### config.mk
export PLATFORM = sky130hd
export DESIGN_NAME = tkch_hash
export DESIGN_NICKNAME = d
export VERILOG_FILES = /design/src/hw/rtl/tkch_pkg.sv /design/src/hw/rtl/tkch_hash.sv
export SDC_FILE = /design/constraint.sdc
export NUM_CORES = 1
export LEC_CHECK = 0
export BUFFER_PORTS_ARGS = -buffer_cell sky130_fd_sc_hd__buf_2
export CORE_ASPECT_RATIO = 1.25
export CORE_MARGIN = 2
export CORE_UTILIZATION = 40
export CTS_CLUSTER_DIAMETER = 40
export CTS_CLUSTER_SIZE = 10
export DETAILED_ROUTE_END_ITERATION = 6
export PLACE_DENSITY = 0.65
export SKIP_LAST_GASP = 1
export SYNTH_ARGS = -nofsm -noshare
export SYNTH_HDL_FRONTEND = slang
export SYNTH_SLANG_ARGS = --single-unit
### constraint.sdc
create_clock -name aclk -period 19.4 [get_ports aclk]
set_input_delay 3.88 -clock aclk [delete_from_list [all_inputs] [get_ports aclk]]
set_output_delay 3.88 -clock aclk [all_outputs]
set_load 0.05 [all_outputs]
### src/hw/rtl/tkch_pkg.sv
// Package for the tuple-keyed chained hash table.
// Sizes, status and register codes shared by the table and hash modules; no dependencies.
package tkch_pkg;
    localparam int BUCKETS = 1024;
    localparam int NODES   = 1024;
    localparam int BW = $clog2(BUCKETS);
    localparam int NW = $clog2(NODES);
    localparam int CW = $clog2(NODES + 1);
    localparam int KEY_W = 64;
    localparam int VAL_W = 32;
    localparam int NEXT_W = NW + 1;
    localparam int HEAD_W = NW + 1;

    typedef enum logic [1:0] {
        ST_INSERTED  = 2'd0,
        ST_FOUND     = 2'd1,
        ST_NOT_FOUND = 2'd2,
        ST_FULL      = 2'd3
    } status_t;

    localparam logic MODE_INSERT = 1'b0;
    localparam logic MODE_LOOKUP = 1'b1;
    localparam logic [2:0] REG_RADIX = 3'd0;
    localparam logic [7:0] RADIX_RESET = 8'd10;

    // handshake between sequencer and hash unit
    typedef struct packed {
        logic start;
    } hash_ctl_t;
    typedef struct packed {
        logic          done;
        logic [BW-1:0] bucket;
    } hash_sts_t;
endpackage

### src/hw/rtl/tkch_hash.sv
// Iterative polynomial hash: one shared multiply-add per cycle (Horner form).
// Depends on tkch_pkg.
module tkch_hash (
    input  logic                   aclk,
    input  logic                   aresetn,
    input  tkch_pkg::hash_ctl_t    ctl,
    input  logic [7:0]             radix,
    input  logic [63:0]            key,
    output tkch_pkg::hash_sts_t    sts
);
    // Sum k_i*r^(4-i) = r*(r*(r*(r*k0 + k1) + k2) + k3). Only the low bits
    // matter since the bucket count is a power of two.
    logic [2:0]             cnt_reg, cnt_next;
    logic [tkch_pkg::BW-1:0] acc_reg, acc_next;
    logic                   busy_reg, busy_next;
    logic [15:0]            elem;
    logic [tkch_pkg::BW+15:0] prod;

    always_comb begin
        elem = key[16*cnt_reg[1:0] +: 16];
        prod = ({{16{1'b0}}, acc_reg} + {{tkch_pkg::BW{elem[15]}}, elem})
               * {{(tkch_pkg::BW+8){1'b0}}, radix};
        busy_next = busy_reg;
        cnt_next  = cnt_reg;
        acc_next  = acc_reg;
        if (ctl.start) begin
            busy_next = 1'b1;
            cnt_next  = 3'd0;
            acc_next  = '0;
        end else if (busy_reg) begin
            acc_next = prod[tkch_pkg::BW-1:0];
            cnt_next = cnt_reg + 3'd1;
            if (cnt_reg == 3'd3) begin
                busy_next = 1'b0;
            end
        end
    end

    always_ff @(posedge aclk) begin
        if (!aresetn) begin
            busy_reg <= 1'b0;
            cnt_reg  <= '0;
        end else begin
            busy_reg <= busy_next;
            cnt_reg  <= cnt_next;
        end
        acc_reg <= acc_next;
    end

    assign sts.done   = busy_reg && !busy_next;
    assign sts.bucket = acc_next;
endmodule
==> qor.yml <==
drive_gt1_share_pct: 25.22
wl_met3_um: 230
cts_hold_buf: 0
grt_pass1_vias: 2179
cts_tree: "yes"
drt_iter0_drc: 59
crit_arrival_ns: 10.24
antenna_found_initial: 0
detail_route.drc_violations: 0
synthArstFlopShare_pct: 0
port_buffers: 61
syn_inst: 288
final_cell_mix: "buf_2 (61), inv_1 (49), nand2_1 (35)"
cp_slowest_cell: "fa_1"
cts_setup_buffers: 0
dr.pass1.iters: 4
yosysUniqueCellTypes: 44
clkSlewWorstSetupHoldPaths_ns: 0.05
num_io_pins: 86
hold_viol_final: 0
place_inst: 425
synth_top_area_share_pct: 18.80
final_cells: 428
ff_latch_area_um2: 280.3
synth_compound_area_share_pct: 9.211
status: "completed"
coreArea_um2: 6482
fin_crit_sh_pct: 72.77
num-fill-cells: 643
htreeDepth: 1
cts_resized: 0
synth_edf_count: 0
worstMarginPinSlew_ns: 0.7599
grt_remaining_overflow: 0
synth_area_leader_cell: "fa_1"
grt_pass1_wl_um: 9839
synthXorXnorAreaFrac_pct: 10.10
clock-sinks: 14
critPathMaxFanout: 3
initial_core_util_pct: 41.07
final_common_cell: "buf_2"
num_vias: 2109
core.rowCount: 33
clock_tree.root_cell: "clkbuf_8"
syn_nets: 418
endpoint_kind: "primary output"
synthTopCellsByArea: "fa_1 (19%), ha_1 (14%), dfxtp_1 (11%), mux4_2 (8.5%), inv_1 (6.9%)"
synth-main-ff-cell: "dfxtp_1"
clk_path_buf_depth: 2
rsz0062_at_grt: "false"
grt_start_max_net_pins: 19
rrSetupSlack_ns: 12.41
avgRoutedWirePerCell_um: 13.29
worst_slew_margin_rel_pct: 49.27
fmax_ghz: 0.07083
dr_wl_met2_um: 3023
synth_top_family_by_area: "adder cells"
clock_skew_ns: 0.005201
synth-seq-cells: 14
holdCritPathClass: "reg -> reg"
cp.required_ns: 15.52
dp_hpwl_um: 4910
die-area_um2: 7329
crit_path_start_kind: "primary input"
drv_slew: 0
clk_latency_ns: 0.24
drt-met1-wl_um: 2411
synth_area_per_cell_um2: 9.245
multiInputGateArea_um2: 2150
finalCriticalPeriod_ns: 14.12
final_nets: 473
diodes: 0
grt_use_total_pct: 16.54
seq_area_frac_synth_pct: 10.53
critical_path.max_stage_delay_ns: 0.56
cts_made_buffers: 3
totalWireLength_um: 5688
syn_to_final_growth_pct: 15.27
vias_per_cell: 4.928
syn-cell-area_um2: 2663
synth_warnings: 0
cap_violations: 0
synthSimpleGateAreaFrac_pct: 15.93
setup_tns_ns: 0
die_h_um: 95.22
setup_viol: 0
gp_congestion: 0.7978
die_width_um: 76.98
antenna_left: 0
largest_reg_flops: 10
highest-signal-layer: "met4"
synthAdderAreaFrac_pct: 32.89
muxShareOfSynthArea_pct: 12.59
crit_type: "in -> out"
## stage by stage
stage	hold WS [ns]	setup slack (ns)	util [%]	area, um^2
floorplan	0.4563	5.565	-	2663
detailed placement	0.4735	5.200	46.71	3028
global route	0.5357	4.894	47.35	3069
finish	0.4803	5.282	47.35	3069
global placement	0.4675	5.296	46.71	3028
CTS	0.4805	5.191	47.35	3069
## synthesized netlist by cell type (2+ instances only)
cell type,number
buf_2,3
nand3_1,3
xor2_1,6
nor2_1,13
a211oi_1,3
clkbuf_1,5
xnor2_1,14
dfxtp_1,14
ha_1,30
mux4_2,10
xnor3_1,2
nor2b_1,8
and2_1,9
mux2i_1,11
xnor2_2,3
a21o_1,6
nand2b_1,7
a21oi_1,8
nand2_1,35
buf_1,2
fa_1,25
inv_1,49
## final cells by class
type,count,area share [%]
inverter,49,5.993
clock buffer,3,1.345
sequential,14,9.132
multi-input combinational,214,70.04
tap,87,3.547
timing repair buffer,61,9.947
## cell families (layout without fill, tap and decap cells)
| group | count (synthesis) | after routing |
|---|---|---|
| fa+ha+maj | 55 | 55 |
| xor+xnor | 25 | 25 |
| mux | 21 | 21 |
| flops | 14 | 14 |
| buf+inv | 60 | 113 |
| simple gates | 84 | 84 |
| compound gates | 29 | 29 |
## per-layer routing
metal	vias to the layer above	GRT usage [%]
met3	2	1.420
met2	63	31.43
met1	997	21.06
met5	-	0
met4	0	2.232
li1	1047	-
## worst paths after layout
check | cells past startpoint | endpoint | start
worst max-delay path | 28 | sts[9] | key[48]
worst max register to register | 26 | acc_reg[9] | cnt_reg[0]
worst min register to register | 2 | cnt_reg[2] | cnt_reg[2]
worst min-delay path | 2 | cnt_reg[2] | cnt_reg[2]
## critical path, delay by kind of cell
family / cells / cell delay (ns)
fa+ha+maj: 7 / 2.85
compound gates: 4 / 0.79
simple gates: 4 / 0.46
xor+xnor: 4 / 1.05
mux: 2 / 0.53
buf+inv: 7 / 0.67
Power is not shown: default switching activity piles up to over one toggle a cycle in this logic, so the estimate is an artifact.
