## config.mk

```make
export PLATFORM = sky130hd
export DESIGN_NAME = tkch_ram
export DESIGN_NICKNAME = d
export VERILOG_FILES = /design/src/hw/rtl/tkch_ram.sv
export SDC_FILE = /design/constraint.sdc
export NUM_CORES = 1
export LEC_CHECK = 0
export BUFFER_PORTS_ARGS = -buffer_cell sky130_fd_sc_hd__buf_2
export CORE_UTILIZATION = 55
export CTS_CLUSTER_SIZE = 14
export DETAILED_ROUTE_END_ITERATION = 8
export PLACE_DENSITY = 0.73
export SLEW_MARGIN = 5
export SYNTH_ARGS = -nofsm -noshare
export SYNTH_HDL_FRONTEND = slang
export SYNTH_SLANG_ARGS = --single-unit
```

## constraint.sdc

```tcl
create_clock -name aclk -period 2.1 [get_ports aclk]
set_input_delay 0.42 -clock aclk [delete_from_list [all_inputs] [get_ports aclk]]
set_output_delay 0.42 -clock aclk [all_outputs]
set_load 0.05 [all_outputs]
```

## src/hw/rtl/tkch_ram.sv

```systemverilog
// Generic single-port-write, single-read RAM with registered read data.
// No dependencies.
module tkch_ram #(
    parameter int WIDTH = 8,
    parameter int DEPTH = 16
) (
    input  logic                     aclk,
    input  logic                     we,
    input  logic [$clog2(DEPTH)-1:0] waddr,
    input  logic [WIDTH-1:0]         wdata,
    input  logic [$clog2(DEPTH)-1:0] raddr,
    output logic [WIDTH-1:0]         rdata
);
    logic [WIDTH-1:0] mem [DEPTH];

    always_ff @(posedge aclk) begin
        if (we) begin
            mem[waddr] <= wdata;
        end
        rdata <= mem[raddr];
    end
endmodule

```

==> impl_metrics.prom, run 1 <==
# TYPE chip_impl_metric gauge
chip_impl_metric{name="fin_nets",unit=""} 308
chip_impl_metric{name="power-per-cell-area",unit="nW/um^2"} 1010
chip_impl_metric{name="maximum_number_of_pins_on_one_net_before_global_route_repair",unit=""} 25
chip_impl_metric{name="grt_util_all_layers",unit="%"} 22.5
chip_impl_info{name="mostFrequentLayoutCell",value="sky130_fd_sc_hd__edfxtp_1"} 1
chip_impl_info{name="clock_tree_from_tritoncts",value="done"} 1
chip_impl_metric{name="final_period_minus_worst_setup_slack",unit="ps"} 1560
chip_impl_metric{name="final_max_tran_viols",unit=""} 0
chip_impl_metric{name="wire_per_inst",unit="microns"} 24.0
chip_impl_metric{name="clock_sinks",unit=""} 136
chip_impl_metric{name="slew_margin_rel",unit="%"} 66.3
chip_impl_info{name="yosysTopAreaCell",value="sky130_fd_sc_hd__edfxtp_1"} 1
chip_impl_metric{name="crit_buf_inv",unit=""} 1
chip_impl_metric{name="synth.net_count",unit=""} 247
chip_impl_metric{name="tcrit_tclk_final",unit="%"} 74.5
chip_impl_metric{name="cellLeakagePower",unit="nW"} 2.12
chip_impl_metric{name="critical-path-max-stage-delay",unit="ps"} 360
chip_impl_metric{name="cell_variety_after_synth",unit=""} 19
chip_impl_metric{name="grt_pass1_vias",unit=""} 2560
chip_impl_metric{name="non_filler_instance_count_after_layout",unit=""} 411
chip_impl_metric{name="synth-seq-cells",unit=""} 136
chip_impl_metric{name="gp_routability_congestion",unit=""} 0.854
chip_impl_metric{name="post-cts-setup-buffers",unit=""} 0
chip_impl_metric{name="fin_total_pwr",unit="mW"} 6.17
chip_impl_metric{name="placed_cells",unit=""} 379
chip_impl_info{name="cp-end-kind",value="output port"} 1
chip_impl_metric{name="fin_tns_setup",unit="ps"} 0
chip_impl_metric{name="die_width",unit="microns"} 98.7
chip_impl_metric{name="max-clock-path-buffers",unit=""} 2
chip_impl_metric{name="cts_inserted_buffers",unit=""} 17
chip_impl_metric{name="drc_marker_count_from_the_first_detailed_route_iteration",unit=""} 223
chip_impl_metric{name="vdd_ir_drop_max",unit="mV"} 0.591
chip_impl_info{name="class_of_the_tightest_hold_or_removal_check",value="in2reg"} 1
chip_impl_metric{name="floorplan.io_pins",unit=""} 26
chip_impl_metric{name="worst-path-max-fanout",unit=""} 1
chip_impl_metric{name="timing.max_cap.violations",unit=""} 0
chip_impl_info{name="setup.worst_path.start_class",value="register"} 1
chip_impl_info{name="grt_setup_unrepaired",value="no"} 1
chip_impl_metric{name="post_synthesis_sequential_area_ratio",unit="%"} 77.8
chip_impl_metric{name="netlist.area_leader.share",unit="%"} 74.7
chip_impl_metric{name="worst_slack_after_detailed_placement",unit="ps"} 202
chip_impl_metric{name="placeableCoreArea",unit="sq um"} 8890
chip_impl_metric{name="final.setup.worst_slack",unit="ps"} 535
chip_impl_metric{name="initial_utilization",unit="%"} 57.9
chip_impl_info{name="most-common-layout-cells",value="128 x sky130_fd_sc_hd__edfxtp_1, 25 x sky130_fd_sc_hd__buf_2, 24 x sky130_fd_sc_hd__buf_4"} 1
chip_impl_metric{name="cp_data_required_time",unit="ps"} 1680
chip_impl_metric{name="layout.cell_area.non_filler",unit="sq um"} 6120
chip_impl_metric{name="via_per_inst",unit=""} 6.17
chip_impl_metric{name="vias",unit=""} 2537
chip_impl_metric{name="die_height",unit="microns"} 98.7
chip_impl_metric{name="clock_latency",unit="ps"} 520
chip_impl_metric{name="total_grt_overflow",unit=""} 0
chip_impl_metric{name="firstDrtPassIters",unit=""} 4
chip_impl_info{name="critical_path.slowest_cell",value="sky130_fd_sc_hd__dfxtp_1"} 1
chip_impl_metric{name="placed_area",unit="sq um"} 5560
chip_impl_metric{name="grt_pass1_wl",unit="microns"} 15200
chip_impl_metric{name="post_route_cells_drive_above_1_share",unit="%"} 33.0
chip_impl_metric{name="clock-skew-final",unit="ps"} 9.87
chip_impl_metric{name="syn_area_per_cell",unit="sq um"} 22.5
chip_impl_metric{name="worstMarginPinSlew",unit="ps"} 505
chip_impl_metric{name="cts-htree-levels",unit=""} 4
chip_impl_info{name="worstSetupPathType",value="reg2out"} 1
chip_impl_metric{name="timing.final.setup_violations",unit=""} 0
chip_impl_info{name="cp_delay_by_family_top",value="flip-flops"} 1
chip_impl_metric{name="rows",unit=""} 34
chip_impl_metric{name="worst-endpoint-arrival",unit="ps"} 1140
chip_impl_info{name="status",value="finished, final reports clean"} 1
chip_impl_metric{name="port_buffers",unit=""} 25
chip_impl_metric{name="number_of_antenna_violations_at_the_first_check_in_global_routing",unit=""} 0
chip_impl_metric{name="totalWireLength",unit="microns"} 9880
chip_impl_metric{name="n_antenna_cell",unit=""} 0
chip_impl_metric{name="fill_cell_total_of_the_finished_layout",unit=""} 545
chip_impl_metric{name="die_footprint",unit="sq um"} 9750
chip_impl_metric{name="cts.hold.buffers_added",unit=""} 0
chip_impl_info{name="crit_path_cell_trace",value="buf_2"} 1
chip_impl_info{name="clockRootBuffer",value="sky130_fd_sc_hd__clkbuf_8"} 1
chip_impl_metric{name="netlist_instances",unit=""} 229
chip_impl_metric{name="fmaxAchievable",unit="GHz"} 0.639
chip_impl_metric{name="cts_resized",unit=""} 0
chip_impl_metric{name="area_delta_synth_final",unit="%"} 19.0
chip_impl_metric{name="syn-cell-area",unit="sq um"} 5150
chip_impl_metric{name="ff2ff_setup_slack",unit="ps"} 670
chip_impl_metric{name="clkTransAtPathRegs",unit="ps"} 60
chip_impl_metric{name="post-dp-hpwl",unit="microns"} 6030
chip_impl_metric{name="drc",unit=""} 0
chip_impl_metric{name="synthesis.yosys.warnings",unit=""} 0
chip_impl_metric{name="antenna_viol_nets_final",unit=""} 0
chip_impl_metric{name="final-hold-violation-count",unit=""} 0
chip_impl_info{name="synth_top_cells_by_area",value="sky130_fd_sc_hd__edfxtp_1 75%, sky130_fd_sc_hd__mux4_2 7.9%, sky130_fd_sc_hd__mux4_1 7.1%"} 1
==> flip-flops by register name, indices dropped and copies added (netlist names) <==
register and cells:
mem 128, rdata 8
==> report_power, final <==
part	switching, mW	total, mW	internal [mW]	leakage [nW]
registers	0.0178	3.05	3.04	1.22
logic	0.219	0.350	0.131	0.627
clock network	1.06	2.77	1.71	0.269
==> cells by family (layout without fill, tap and decap cells) <==
family,Yosys count,in the layout,share of synthesized area [%]
simple gates,35,35,3.18
buf+inv,10,84,1.68
compound gates,16,16,2.33
mux,32,32,15.0
flops,136,136,77.8
==> cells in the mapped netlist <==
master	number
sky130_fd_sc_hd__mux4_2	18
sky130_fd_sc_hd__nor2b_1	1
sky130_fd_sc_hd__buf_4	1
sky130_fd_sc_hd__nand2_1	9
sky130_fd_sc_hd__nor3_1	4
sky130_fd_sc_hd__and2_1	1
sky130_fd_sc_hd__nand3_1	1
sky130_fd_sc_hd__mux4_1	14
sky130_fd_sc_hd__edfxtp_1	128
sky130_fd_sc_hd__buf_2	3
sky130_fd_sc_hd__nor2_1	13
sky130_fd_sc_hd__nand2b_1	2
sky130_fd_sc_hd__a22oi_1	16
sky130_fd_sc_hd__buf_6	3
sky130_fd_sc_hd__nand3b_1	2
sky130_fd_sc_hd__or3b_2	1
sky130_fd_sc_hd__clkdlybuf4s25_2	3
sky130_fd_sc_hd__and2b_1	1
sky130_fd_sc_hd__dfxtp_1	8
==> final timing paths <==
check                  start         to  depth (start not counted)
setup / recovery    rdata[3]   rdata[3]                          1
hold / removal      wdata[3]  mem[4][3]                          1
setup reg to reg   mem[1][0]   rdata[0]                          3
hold reg to reg   mem[15][3]   rdata[3]                          3
==> metal layers <==
metal	share of wire, %	routed length, microns	track usage, %
met1	43	4250	32.7
met2	47	4690	33.4
met3	7.9	778	6.10
met4	1.6	157	8.27
met5	0	0	0
==> stage by stage <==
stage,hold slack (ps),util [%]
after global placement,653,62.6
after floorplan,519,-
after global routing,272,68.9
after detailed placement,669,62.6
after CTS,260,68.9
final,279,68.9
==> area by class of cell <==
cell class | count | area (sq um) | share of cell area [%]
sequential | 136 | 4000 | 65.4
multi-input combinational | 83 | 1060 | 17.3
clock buffer | 19 | 432 | 7.05
timing repair buffer | 52 | 365 | 5.97
tap | 108 | 135 | 2.21
clock inverter | 13 | 131 | 2.15
Note: power is estimated with default switching activity, not from simulation.
==> run 2, diff against run 1 <==
--- a/config.mk
+++ b/config.mk
@@ -5,11 +5,12 @@
 export SDC_FILE = /design/constraint.sdc
 export NUM_CORES = 1
 export LEC_CHECK = 0
+export ABC_AREA = 1
 export BUFFER_PORTS_ARGS = -buffer_cell sky130_fd_sc_hd__buf_2
 export CORE_UTILIZATION = 55
 export CTS_CLUSTER_SIZE = 14
 export DETAILED_ROUTE_END_ITERATION = 8
-export PLACE_DENSITY = 0.73
+export PLACE_DENSITY = 0.75
 export SLEW_MARGIN = 5
 export SYNTH_ARGS = -nofsm -noshare
 export SYNTH_HDL_FRONTEND = slang
==> constraint.sdc (replaced) <==
create_clock -name aclk -period 1.43 [get_ports aclk]
set_input_delay 0.286 -clock aclk [delete_from_list [all_inputs] [get_ports aclk]]
set_output_delay 0.286 -clock aclk [all_outputs]
set_load 0.05 [all_outputs]
==> run 2 against run 1 <==
Against the previous run:
- die area up 12%
- flip-flop and latch count unchanged
- combinational power increased by 84%
- sequential share of layout area down 5.5 points
- largest power group unchanged
- non-clock buffer count down 2
- final area increased by 9.2%
- highest routed layer unchanged
- register-to-register slack worse by 250 ps
- setup slack worse by 480 ps
- clock power increased by 43%
- power up 47%
- global-route usage rose by 1.9 points
- critical endpoint is now rdata[7]
- sequential power increased by 47%
==> impl_metrics.prom, run 2 <==
# TYPE chip_impl_metric gauge
chip_impl_metric{name="fin_tns_setup",unit="ps"} 0
chip_impl_metric{name="crit_buf_inv",unit=""} 1
chip_impl_metric{name="wire_per_inst",unit="microns"} 16.3
chip_impl_metric{name="cts_inserted_buffers",unit=""} 17
chip_impl_metric{name="timing.final.setup_violations",unit=""} 0
chip_impl_info{name="cp-end-kind",value="output port"} 1
chip_impl_metric{name="antenna_viol_nets_final",unit=""} 0
chip_impl_metric{name="cts.hold.buffers_added",unit=""} 0
chip_impl_metric{name="fmaxAchievable",unit="GHz"} 0.727
chip_impl_metric{name="yosys.area_share.xor_xnor",unit="%"} 0
chip_impl_metric{name="n_antenna_cell",unit=""} 0
chip_impl_metric{name="vias",unit=""} 3852
chip_impl_metric{name="rows",unit=""} 37
chip_impl_metric{name="clkTransAtPathRegs",unit="ps"} 60
chip_impl_metric{name="cellLeakagePower",unit="nW"} 2.94
chip_impl_metric{name="async_reset_ff_share",unit="%"} 0
chip_impl_metric{name="post-dp-hpwl",unit="microns"} 7690
chip_impl_metric{name="drc",unit=""} 0
chip_impl_info{name="max_flop_register",value="mem"} 1
chip_impl_metric{name="critical-path-max-stage-delay",unit="ps"} 320
chip_impl_metric{name="area_delta_synth_final",unit="%"} 16.0
chip_impl_metric{name="fill_cell_total_of_the_finished_layout",unit=""} 778
chip_impl_metric{name="worst-path-max-fanout",unit=""} 1
chip_impl_metric{name="syn-cell-area",unit="sq um"} 5770
chip_impl_metric{name="die_footprint",unit="sq um"} 10900
chip_impl_metric{name="post_synthesis_sequential_area_ratio",unit="%"} 69.4
chip_impl_metric{name="clock_sinks",unit=""} 136
chip_impl_info{name="synth.top_cells.by_count",value="173 x sky130_fd_sc_hd__nand2_1, 128 x sky130_fd_sc_hd__edfxtp_1, 100 x sky130_fd_sc_hd__inv_1"} 1
chip_impl_metric{name="worst-endpoint-arrival",unit="ps"} 1090
chip_impl_metric{name="final_period_minus_worst_setup_slack",unit="ps"} 1380
chip_impl_info{name="top_count_cell_post_synth",value="sky130_fd_sc_hd__nand2_1"} 1
chip_impl_info{name="reg_top3",value="mem: 128 flops, rdata: 8 flops"} 1
chip_impl_metric{name="fin_nets",unit=""} 614
chip_impl_info{name="critical_path.slowest_cell",value="sky130_fd_sc_hd__dfxtp_1"} 1
chip_impl_info{name="cp_delay_by_family_top",value="flip-flops"} 1
chip_impl_metric{name="placeableCoreArea",unit="sq um"} 10200
chip_impl_metric{name="synth-seq-cells",unit=""} 136
chip_impl_metric{name="grt_pass1_vias",unit=""} 3771
chip_impl_metric{name="drc_marker_count_from_the_first_detailed_route_iteration",unit=""} 258
chip_impl_metric{name="grt_pass1_wl",unit="microns"} 19400
chip_impl_metric{name="via_per_inst",unit=""} 5.17
chip_impl_metric{name="hold_slack",unit="ps"} 139
chip_impl_metric{name="worst_slack_after_detailed_placement",unit="ps"} 83.9
chip_impl_metric{name="cts-htree-levels",unit=""} 4
chip_impl_metric{name="clock-skew-final",unit="ps"} 5.96
chip_impl_metric{name="synth_enable_flop_cells",unit=""} 128
chip_impl_metric{name="floorplan.io_pins",unit=""} 26
chip_impl_metric{name="synth.net_count",unit=""} 569
chip_impl_metric{name="final-hold-violation-count",unit=""} 0
chip_impl_metric{name="final.setup.worst_slack",unit="ps"} 53.9
chip_impl_metric{name="post_route_cells_drive_above_1_share",unit="%"} 13.3
chip_impl_metric{name="die_height",unit="microns"} 104
chip_impl_metric{name="die_width",unit="microns"} 104
chip_impl_metric{name="totalWireLength",unit="microns"} 12100
chip_impl_metric{name="yosys-mux-area-fraction",unit="%"} 0
chip_impl_metric{name="grt_util_all_layers",unit="%"} 24.5
chip_impl_info{name="worstSetupPathType",value="reg2out"} 1
chip_impl_metric{name="firstDrtPassIters",unit=""} 5
chip_impl_metric{name="largest_register_ffs",unit=""} 128
chip_impl_info{name="synth_top_family_by_area",value="simple AND/OR/NAND/NOR gates"} 1
chip_impl_info{name="class_of_the_tightest_hold_or_removal_check",value="in2reg"} 1
chip_impl_metric{name="cp_data_required_time",unit="ps"} 1140
chip_impl_info{name="setup.worst_path.start_class",value="register"} 1
chip_impl_metric{name="placed_cells",unit=""} 713
chip_impl_metric{name="worstMarginPinSlew",unit="ps"} 377
chip_impl_info{name="yosys_most_used_dff",value="sky130_fd_sc_hd__edfxtp_1"} 1
chip_impl_metric{name="layout.cell_area.non_filler",unit="sq um"} 6690
chip_impl_metric{name="placed_area",unit="sq um"} 6130
chip_impl_info{name="crit_path_cell_trace",value="buf_2"} 1
chip_impl_metric{name="synthesis.yosys.warnings",unit=""} 0
chip_impl_metric{name="tcrit_tclk_final",unit="%"} 96.2
chip_impl_metric{name="non_filler_instance_count_after_layout",unit=""} 745
chip_impl_metric{name="timing.max_cap.violations",unit=""} 0
chip_impl_info{name="status",value="finished, final reports clean"} 1
chip_impl_metric{name="post-cts-setup-buffers",unit=""} 0
chip_impl_metric{name="gp_routability_congestion",unit=""} 0.870
chip_impl_metric{name="power-per-cell-area",unit="nW/um^2"} 1360
chip_impl_metric{name="maximum_number_of_pins_on_one_net_before_global_route_repair",unit=""} 65
chip_impl_metric{name="finish.utilization",unit="%"} 65.4
chip_impl_metric{name="netlist_instances",unit=""} 551
chip_impl_metric{name="yosys.area_share.adder",unit="%"} 0
chip_impl_metric{name="fin_total_pwr",unit="mW"} 9.10
chip_impl_metric{name="max-clock-path-buffers",unit=""} 2
chip_impl_info{name="most-common-layout-cells",value="173 x sky130_fd_sc_hd__nand2_1, 128 x sky130_fd_sc_hd__edfxtp_1, 100 x sky130_fd_sc_hd__inv_1"} 1
chip_impl_metric{name="synth-compound-area-share",unit="%"} 0
chip_impl_info{name="grt_setup_unrepaired",value="no"} 1
chip_impl_metric{name="clock_latency",unit="ps"} 510
chip_impl_metric{name="syn_area_per_cell",unit="sq um"} 10.5
chip_impl_metric{name="final_max_tran_viols",unit=""} 0
chip_impl_metric{name="initial_utilization",unit="%"} 56.4
chip_impl_metric{name="port_buffers",unit=""} 25
chip_impl_info{name="synth_top_cells_by_area",value="sky130_fd_sc_hd__edfxtp_1 67%, sky130_fd_sc_hd__nand2_1 11%, sky130_fd_sc_hd__nand3_1 8.4%"} 1
chip_impl_info{name="clock_tree_from_tritoncts",value="done"} 1
chip_impl_metric{name="vdd_ir_drop_max",unit="mV"} 0.901
chip_impl_metric{name="number_of_antenna_violations_at_the_first_check_in_global_routing",unit=""} 0
chip_impl_info{name="mostFrequentLayoutCell",value="sky130_fd_sc_hd__nand2_1"} 1
chip_impl_metric{name="slew_margin_rel",unit="%"} 74.8
chip_impl_metric{name="netlist.area_leader.share",unit="%"} 66.7
chip_impl_info{name="clockRootBuffer",value="sky130_fd_sc_hd__clkbuf_8"} 1
chip_impl_metric{name="post_synth_and_or_nand_nor_area_fraction",unit="%"} 21.0
chip_impl_metric{name="total_grt_overflow",unit=""} 0
chip_impl_metric{name="cell_variety_after_synth",unit=""} 12
chip_impl_info{name="yosysTopAreaCell",value="sky130_fd_sc_hd__edfxtp_1"} 1
-- run 2: cell count changes in the layout (fill, tap and decap cells not counted), moves of 3 or more --
| cell | before | now |
|---|---|---|
| sky130_fd_sc_hd__nand2_1 | 9 | 173 |
| sky130_fd_sc_hd__nor3_1 | 4 | 0 |
| sky130_fd_sc_hd__clkbuf_8 | 2 | 5 |
| sky130_fd_sc_hd__clkinv_4 | 3 | 0 |
| sky130_fd_sc_hd__inv_1 | 0 | 100 |
| sky130_fd_sc_hd__a22oi_1 | 16 | 0 |
| sky130_fd_sc_hd__nor2_1 | 13 | 17 |
| sky130_fd_sc_hd__mux4_1 | 14 | 0 |
| sky130_fd_sc_hd__nand3_1 | 1 | 97 |
| sky130_fd_sc_hd__mux4_2 | 18 | 0 |
-- run 2: cell type report --
| type | count | area, sq um | area share [%] |
|---|---|---|---|
| Clock buffer | 23 | 477 | 7.13 |
| Clock inverter | 9 | 73.8 | 1.10 |
| Inverter | 102 | 383 | 5.72 |
| Multi-Input combinational cell | 289 | 1210 | 18.1 |
| Sequential cell | 136 | 4000 | 59.9 |
| Tap cell | 136 | 170 | 2.54 |
| Timing Repair Buffer | 50 | 368 | 5.50 |
-- run 2: tightest hold or removal path, delay by kind of cell --
kind | cells | cell delay [ps]
buffers and inverters | 1 | 170
AND/OR/NAND/NOR | 2 | 140
-- run 2: layer usage --
metal	GRT usage [%]	routed length [microns]	up-vias
met5	0	0	-
met1	31.4	5100	1835
met2	39.2	6080	129
met3	6.52	662	24
met4	10.9	298	0
li1	-	-	1864
-- run 2: power breakdown --
group	total [mW]	leakage [nW]	internal [mW]	switching, mW
Sequential	4.48	1.22	4.46	0.0267
Combinational	0.643	1.44	0.180	0.463
Clock	3.97	0.271	2.47	1.51
-- run 2: what timing repair did --
| item | CTS | global route |
|---|---|---|
| resized for setup | 1 | 1 |
| hold endpoints to repair | 0 | 0 |
| setup endpoints to repair | 1 | 1 |
-- run 2: cell families after synthesis --
group,Yosys count
buf+inv,126
flops,136
simple gates,289
-- run 2: final timing paths --
| kind | to | slack [ps] | depth (start not counted) | startpoint |
|---|---|---|---|---|
| setup / recovery | rdata[7] | 50 | 1 | rdata[7] |
| hold / removal | rdata[2] | 140 | 3 | raddr[3] |
| setup reg to reg | rdata[3] | 420 | 6 | mem[1][3] |
| hold reg to reg | rdata[0] | 660 | 6 | mem[2][0] |
